<file path="config.mk">
export PLATFORM = sky130hd
export DESIGN_NAME = ipv4_header_checker_top
export DESIGN_NICKNAME = d
export VERILOG_FILES = /design/src/rtl/ipv4hc_pkg.sv /design/src/rtl/ipv4hc_capture.sv /design/src/rtl/ipv4_header_checker_top.sv
export SDC_FILE = /design/constraint.sdc
export NUM_CORES = 1
export LEC_CHECK = 0
export BUFFER_PORTS_ARGS = -buffer_cell sky130_fd_sc_hd__buf_2
export CAP_MARGIN = 40
export CORE_AREA = 2 2 137 239
export DETAILED_ROUTE_END_ITERATION = 10
export DIE_AREA = 0 0 139 241
export PLACE_DENSITY = 0.58
export SYNTH_ARGS = -nofsm -noshare
export SYNTH_HDL_FRONTEND = slang
export SYNTH_HIERARCHICAL = 1
export SYNTH_SLANG_ARGS = --single-unit
export TNS_END_PERCENT = 1
</file>
<file path="constraint.sdc">
create_clock -name clk -period 24.6 [get_ports clk]
set_input_delay 4.92 -clock clk [delete_from_list [all_inputs] [get_ports clk]]
set_output_delay 4.92 -clock clk [all_outputs]
set_load 0.1 [all_outputs]
</file>
<file path="src/rtl/ipv4hc_pkg.sv">
`timescale 1ns / 1ps
// ----------------------------------------------------------------------------
// IPv4 header checker package
// Verdict codes, header constants and the result record shared by the
// capture logic and the top level.
// ----------------------------------------------------------------------------
package ipv4hc_pkg;

    typedef enum logic [3:0] {
        VERDICT_ICMP     = 4'd0,
        VERDICT_UDP      = 4'd1,
        VERDICT_TCP      = 4'd2,
        VERDICT_FRAGMENT = 4'd3,
        VERDICT_BAD_VER  = 4'd4,
        VERDICT_SHORT    = 4'd5,
        VERDICT_TTL_ZERO = 4'd6,
        VERDICT_BAD_SUM  = 4'd7,
        VERDICT_UNKNOWN  = 4'd8
    } verdict_t;

    localparam logic [3:0]  IP_VERSION    = 4'd4;
    localparam logic [3:0]  MIN_IHL       = 4'd5;
    localparam logic [15:0] SUM_GOOD      = 16'hffff;
    localparam logic [15:0] FRAG_MASK     = 16'h3fff;
    localparam logic [7:0]  PROTO_ICMP    = 8'd1;
    localparam logic [7:0]  PROTO_UDP     = 8'd17;
    localparam logic [7:0]  PROTO_TCP     = 8'd6;

    localparam logic [5:0]  POS_LEN_HI    = 6'd2;
    localparam logic [5:0]  POS_LEN_LO    = 6'd3;
    localparam logic [5:0]  POS_ID_HI     = 6'd4;
    localparam logic [5:0]  POS_ID_LO     = 6'd5;
    localparam logic [5:0]  POS_FRAG_HI   = 6'd6;
    localparam logic [5:0]  POS_FRAG_LO   = 6'd7;
    localparam logic [5:0]  POS_TTL       = 6'd8;
    localparam logic [5:0]  POS_PROTO     = 6'd9;
    localparam logic [5:0]  POS_SRC_FIRST = 6'd12;
    localparam logic [5:0]  POS_SRC_LAST  = 6'd15;
    localparam logic [5:0]  POS_DST_FIRST = 6'd16;
    localparam logic [5:0]  POS_DST_LAST  = 6'd19;

    typedef struct packed {
        verdict_t    verdict;
        logic [7:0]  protocol_number;
        logic [31:0] source_address;
        logic [31:0] destination_address;
        logic [15:0] payload_length;
        logic [15:0] datagram_id;
    } result_t;

endpackage

</file>
<file path="src/rtl/ipv4hc_capture.sv">
`timescale 1ns / 1ps
// ----------------------------------------------------------------------------
// IPv4 header capture
// Holds the per-datagram header state, folds the ones' complement sum and
// forms the verdict on the byte that completes or rejects a header.
// ----------------------------------------------------------------------------
module ipv4hc_capture
(
    input  logic                clk,
    input  logic                rst_n,
    input  logic                byte_accept,
    input  logic [7:0]          header_byte,
    input  logic                start_of_datagram,
    output logic                result_valid,
    output ipv4hc_pkg::result_t result
);

    import ipv4hc_pkg::*;

    logic [5:0]  pos_reg, pos_next;
    logic [5:0]  expected_reg, expected_next;
    logic [15:0] sum_reg, sum_next;
    logic [7:0]  pending_reg, pending_next;
    logic [7:0]  ttl_reg, ttl_next;
    logic [7:0]  proto_reg, proto_next;
    logic [15:0] total_reg, total_next;
    logic [15:0] id_reg, id_next;
    logic [15:0] frag_reg, frag_next;
    logic [31:0] src_reg, src_next;
    logic [31:0] dst_reg, dst_next;
    logic        skip_reg, skip_next;

    logic [5:0]  cur_pos;
    logic [5:0]  cur_expected;
    logic [15:0] cur_sum;
    logic [7:0]  cur_pending;
    logic [7:0]  cur_ttl;
    logic [7:0]  cur_proto;
    logic [15:0] cur_total;
    logic [15:0] cur_id;
    logic [15:0] cur_frag;
    logic [31:0] cur_src;
    logic [31:0] cur_dst;

    logic        active;
    logic        first_byte;
    logic        bad_version;
    logic        short_header;
    logic        early;
    logic        done;
    logic [16:0] sum_wide;
    logic [6:0]  pos_plus_one;
    logic [15:0] header_len;
    logic [15:0] payload;
    verdict_t    final_verdict;

    always_comb
    begin
        active     = start_of_datagram || !skip_reg;
        cur_pos      = start_of_datagram ? 6'd0  : pos_reg;
        cur_expected = start_of_datagram ? 6'd0  : expected_reg;
        cur_sum      = start_of_datagram ? 16'd0 : sum_reg;
        cur_pending  = start_of_datagram ? 8'd0  : pending_reg;
        cur_ttl      = start_of_datagram ? 8'd0  : ttl_reg;
        cur_proto    = start_of_datagram ? 8'd0  : proto_reg;
        cur_total    = start_of_datagram ? 16'd0 : total_reg;
        cur_id       = start_of_datagram ? 16'd0 : id_reg;
        cur_frag     = start_of_datagram ? 16'd0 : frag_reg;
        cur_src      = start_of_datagram ? 32'd0 : src_reg;
        cur_dst      = start_of_datagram ? 32'd0 : dst_reg;

        first_byte   = (cur_pos == 6'd0);
        bad_version  = first_byte && (header_byte[7:4] != IP_VERSION);
        short_header = first_byte && !bad_version && (header_byte[3:0] < MIN_IHL);
        early        = bad_version || short_header;

        expected_next = first_byte ? {header_byte[3:0], 2'b00} : cur_expected;

        pending_next = cur_pending;
        sum_next     = cur_sum;
        sum_wide     = 17'd0;
        if (!cur_pos[0])
        begin
            pending_next = header_byte;
        end
        else
        begin
            sum_wide = {1'b0, cur_sum} + {1'b0, cur_pending, header_byte};
            sum_next = sum_wide[15:0] + {15'd0, sum_wide[16]};
        end

        total_next = cur_total;
        id_next    = cur_id;
        frag_next  = cur_frag;
        ttl_next   = cur_ttl;
        proto_next = cur_proto;
        src_next   = cur_src;
        dst_next   = cur_dst;
        if (cur_pos == POS_LEN_HI)  total_next[15:8] = header_byte;
        if (cur_pos == POS_LEN_LO)  total_next[7:0]  = header_byte;
        if (cur_pos == POS_ID_HI)   id_next[15:8]    = header_byte;
        if (cur_pos == POS_ID_LO)   id_next[7:0]     = header_byte;
        if (cur_pos == POS_FRAG_HI) frag_next[15:8]  = header_byte;
        if (cur_pos == POS_FRAG_LO) frag_next[7:0]   = header_byte;
        if (cur_pos == POS_TTL)     ttl_next         = header_byte;
        if (cur_pos == POS_PROTO)   proto_next       = header_byte;
        if (cur_pos >= POS_SRC_FIRST && cur_pos <= POS_SRC_LAST)
        begin
            src_next = {cur_src[23:0], header_byte};
        end
        if (cur_pos >= POS_DST_FIRST && cur_pos <= POS_DST_LAST)
        begin
            dst_next = {cur_dst[23:0], header_byte};
        end

        pos_plus_one = {1'b0, cur_pos} + 7'd1;
        pos_next     = pos_plus_one[5:0];
        done         = !early && (pos_plus_one == {1'b0, expected_next});

        header_len = {10'd0, expected_next};
        payload    = (total_next > header_len) ? (total_next - header_len) : 16'd0;

        priority if (ttl_next == 8'd0)               final_verdict = VERDICT_TTL_ZERO;
        else if (sum_next != SUM_GOOD)               final_verdict = VERDICT_BAD_SUM;
        else if ((frag_next & FRAG_MASK) != 16'd0)   final_verdict = VERDICT_FRAGMENT;
        else if (proto_next == PROTO_ICMP)           final_verdict = VERDICT_ICMP;
        else if (proto_next == PROTO_UDP)            final_verdict = VERDICT_UDP;
        else if (proto_next == PROTO_TCP)            final_verdict = VERDICT_TCP;
        else                                         final_verdict = VERDICT_UNKNOWN;

        skip_next = done || early;

        result_valid = byte_accept && active && (early || done);
        if (early)
        begin
            result.verdict             = bad_version ? VERDICT_BAD_VER : VERDICT_SHORT;
            result.protocol_number     = cur_proto;
            result.source_address      = cur_src;
            result.destination_address = cur_dst;
            result.payload_length      = 16'd0;
            result.datagram_id         = cur_id;
        end
        else
        begin
            result.verdict             = final_verdict;
            result.protocol_number     = proto_next;
            result.source_address      = src_next;
            result.destination_address = dst_next;
            result.payload_length      = payload;
            result.datagram_id         = id_next;
        end
    end

    always_ff @(posedge clk or negedge rst_n)
    begin
        if (!rst_n)
        begin
            pos_reg      <= 6'd0;
            expected_reg <= 6'd0;
            sum_reg      <= 16'd0;
            pending_reg  <= 8'd0;
            ttl_reg      <= 8'd0;
            proto_reg    <= 8'd0;
            total_reg    <= 16'd0;
            id_reg       <= 16'd0;
            frag_reg     <= 16'd0;
            src_reg      <= 32'd0;
            dst_reg      <= 32'd0;
            skip_reg     <= 1'b1;
        end
        else if (byte_accept && active)
        begin
            skip_reg <= skip_next;
            if (early)
            begin
                pos_reg      <= cur_pos;
                expected_reg <= cur_expected;
                sum_reg      <= cur_sum;
                pending_reg  <= cur_pending;
                ttl_reg      <= cur_ttl;
                proto_reg    <= cur_proto;
                total_reg    <= cur_total;
                id_reg       <= cur_id;
                frag_reg     <= cur_frag;
                src_reg      <= cur_src;
                dst_reg      <= cur_dst;
            end
            else
            begin
                pos_reg      <= pos_next;
                expected_reg <= expected_next;
                sum_reg      <= sum_next;
                pending_reg  <= pending_next;
                ttl_reg      <= ttl_next;
                proto_reg    <= proto_next;
                total_reg    <= total_next;
                id_reg       <= id_next;
                frag_reg     <= frag_next;
                src_reg      <= src_next;
                dst_reg      <= dst_next;
            end
        end
    end

endmodule

</file>
<file path="src/rtl/ipv4_header_checker_top.sv">
`timescale 1ns / 1ps
// ----------------------------------------------------------------------------
// IPv4 header checker, top level
// Takes header bytes one transfer at a time and delivers one verdict per
// header through a registered output stream.
// ----------------------------------------------------------------------------
// The block accepts one header byte in every cycle in which it does not stall.
// A verdict is computed in the cycle of the byte that completes the header
// (or of the first byte when the version or header length is bad) and appears
// in the output register in the next cycle. The input side stalls only while
// that register holds a verdict that downstream does not take in the same cycle.
module ipv4_header_checker_top
(
    input  logic         clk,
    input  logic         rst_n,
    input  logic         s_tvalid,
    output logic         s_tready,
    input  logic [7:0]   s_tdata,   // header_byte [7:0]
    input  logic         s_tuser,   // start_of_datagram [0]
    output logic         m_tvalid,
    input  logic         m_tready,
    // verdict [3:0], protocol_number [11:4], source_address [43:12],
    // destination_address [75:44], payload_length [91:76],
    // datagram_id [107:92], zero padding [111:108]
    output logic [111:0] m_tdata
);

    import ipv4hc_pkg::*;

    logic    byte_accept;
    logic    result_valid;
    result_t result;
    result_t out_reg;
    logic    out_valid_reg, out_valid_next;

    assign s_tready    = !out_valid_reg || m_tready;
    assign byte_accept = s_tvalid && s_tready;

    ipv4hc_capture u_capture
    (
        .clk               (clk),
        .rst_n             (rst_n),
        .byte_accept       (byte_accept),
        .header_byte       (s_tdata),
        .start_of_datagram (s_tuser),
        .result_valid      (result_valid),
        .result            (result)
    );

    always_comb
    begin
        if (result_valid)
        begin
            out_valid_next = 1'b1;
        end
        else if (m_tready)
        begin
            out_valid_next = 1'b0;
        end
        else
        begin
            out_valid_next = out_valid_reg;
        end
    end

    always_ff @(posedge clk or negedge rst_n)
    begin
        if (!rst_n)
        begin
            out_valid_reg <= 1'b0;
        end
        else
        begin
            out_valid_reg <= out_valid_next;
        end
    end

    always_ff @(posedge clk)
    begin
        if (result_valid)
        begin
            out_reg <= result;
        end
    end

    assign m_tvalid = out_valid_reg;
    assign m_tdata  = {4'd0,
                       out_reg.datagram_id,
                       out_reg.payload_length,
                       out_reg.destination_address,
                       out_reg.source_address,
                       out_reg.protocol_number,
                       out_reg.verdict};

endmodule

</file>
==> results.cfg <==
[finish]
final_nets = 1560
final_cell_mix = 406 x nand2_1, 163 x dfrtp_1, 120 x buf_2
final_common_cell = nand2_1
drive_above_1_share = 0.1674
num_antenna_cells = 0
area_delta_synth_final_pct = 13.25
n_fill_cell = 2955
post-route-util = 0.5050
largest_reg_flops = 108

[sta]
rsz0062_at_grt = no
final-setup-viol-count = 0
fmax_ghz = 0.09570
hold_viol = 0
fin_tns_setup_ps = 0
skew_ps = 13.47
finalCritPeriodShare = 0.4248
slew_headroom = 0.4086
period_needed_ps = 10450
tightest_slew_ps = 885.0
drv_slew = 0

[routing]
via_count = 11010
drc_errors = 0
firstDrtPassIters = 7
drt-total-wl_um = 37850
drt-wirelength-per-cell_um = 19.48
drtIter0Drc = 823
ant_nets = 0
viasPerCell = 5.668

[worst_setup_path]
worstSetupEndpointType = output pin
critPathRequiredTime_ps = 19680
crit_arrival_ps = 5530
cp_slowest_cell = buf_2
cpMostUsedCell = buf_2
critPathMaxStageDelay_ps = 420
crit_family = buffers and inverters
path_max_fanout = 3
start_kind = input pin
r2r_setup_slack_ps = 19420
regToRegStartpoint = u_capture/sum_reg[1]
path_class = input pin to output pin
reg2reg_to = m_tdata[1]
reg2reg_depth = 21
worst-path-buf-inv = 2
cp_cell_sequence = buf_2 > nand2b_4 > buf_2

[outcome]
outcome = finished clean

[floorplanning]
fp.coreArea_mm2 = 0.03142
initial_core_util = 0.4459
ioPinCount = 127
num_rows = 86
fp.dieW_um = 139
die_h_um = 241
die_area_mm2 = 0.03350

[global_route]
use_met1 = 0.2703
first_global_vias = 10910
met3_usage = 0.02222
antenna_found_initial = 0
gr-max-usage-layer = met2
grt_first_pass_wirelength_um = 59930
grt_start_max_net_pins = 71
grt_usage = 0.2237
grt_overflow = 0
grt_use_met2 = 0.4039

[synthesis]
yosysSeqAreaShare = 0.5245
syn_inst = 1459
syn-mean-instance-area_um2 = 9.603
ys_seq_elements = 272
async_flop_share = 0.6029
yosys_warnings = 6
synth_ff_type = dfrtp_1
netlist_area_mm2 = 0.01401
ys_types = 88
synth-edff-count = 108

[worst_hold_path]
hold_class = flop to flop
min_path_cells = 2
hold_end = u_capture/proto_reg[2]
hold_start = u_capture/proto_reg[2]

[pwr]
ir_worst_vdd_uv = 75.13
p_per_area_mw_per_mm2 = 117.8
p_leak_nw = 6.842

[placed_design]
portBuffers = 122
dpl.hpwl_um = 25070
gp_congestion = 0.9141

[clock_tree]
cts_setup_buffers = 0
ctsHtreeMaxLevel = 1
cts_buffers = 27
cts-hold-fix-buffers = 0
cts_tree = done
clock_latency_ps = 550
cts-root-buf = clkbuf_16
clockBufferDepth = 3
cts_resized = 0
cts_sinks = 272
path_clk_slew_ps = 60

[job]
maxCapViolations = 0
## worst min-delay path, cell delays in order, from the launching register on
cell	delay, ps
dfrtp_1	330
nand2_1	40
o21ai_0	60
## cells by family after synthesis
group / synth area share
buf+inv: 0.03885
fa+ha+maj: 0.01840
xor+xnor: 0.03831
flops: 0.5245
simple gates: 0.1984
other cells: 0.0002676
mux: 0.03143
compound gates: 0.1498
## layout make-up
cell class	instances	area, um^2	area share
Inverter	24	90.09	0.005677
Clock inverter	13	156.4	0.009857
Sequential cell	272	7348	0.4631
Tap cell	396	495.5	0.03123
Clock buffer	36	783.3	0.04936
Timing Repair Buffer	143	817.0	0.05149
Multi-Input combinational cell	1059	6177	0.3893
## Yosys cell counts (all sizes together), types with 12 or more instances
| master | count | area share |
|---|---|---|
| nor3 | 15 | 0.0057 |
| mux2 | 32 | 0.026 |
| nor2 | 70 | 0.019 |
| xor2 | 13 | 0.0087 |
| nand4 | 12 | 0.0054 |
| clkbuf | 68 | 0.018 |
| nand3 | 22 | 0.0082 |
| ha | 19 | 0.017 |
| dfrtp | 163 | 0.29 |
| buf | 39 | 0.014 |
| a22o | 46 | 0.029 |
| o21ai | 87 | 0.031 |
| nor2b | 21 | 0.0094 |
| edfxtp | 108 | 0.23 |
| inv | 24 | 0.0064 |
| and3 | 13 | 0.0058 |
| nand2 | 406 | 0.11 |
| nor4 | 13 | 0.0067 |
| a21oi | 89 | 0.032 |
| xnor2 | 40 | 0.026 |
## through the flow
| step | instance area (um^2) | hold WS, ps | worst slack, ps | std cells | power (mW) |
|---|---|---|---|---|---|
| 6_report | 15870 | 475.2 | 14150 | 1943 | 1.870 |
| 5_1_grt | 15870 | 499.9 | 14130 | 1943 | 1.961 |
| 3_3_place_gp | 14860 | 454.2 | 14140 | 1890 | 1.429 |
| 4_1_cts | 15870 | 476.7 | 14150 | 1943 | 1.882 |
| 3_5_place_dp | 14930 | 462.9 | 14130 | 1894 | 1.441 |
| 2_1_floorplan | 14020 | 441.9 | 11200 | 1462 | 1.282 |
## report_power, final
group,switching [mW],internal [mW],leakage (nW)
Clock,0.179,0.257,0.452
Combinational,0.606,0.196,3.11
Sequential,0.0602,0.571,3.28
## routing by layer
| layer | routed length, um | vias to the layer above |
|---|---|---|
| li1 | - | 5222 |
| met1 | 14960 | 5411 |
| met2 | 19820 | 293 |
| met3 | 1477 | 87 |
| met4 | 1594 | 0 |
| met5 | 0 | - |
## worst max-delay path by stage
stage	to	slack (ps)	startpoint	cells past startpoint
after CTS	s_tready	14150	m_tready	3
after detailed placement	m_tdata[1]	14130	s_tuser	21
after floorplan	m_tdata[0]	11200	s_tuser	16
after global routing	s_tready	14130	m_tready	3
after global placement	m_tdata[1]	14140	s_tuser	21
final	s_tready	14150	m_tready	3
Note: power is estimated with default switching activity, not from simulation.
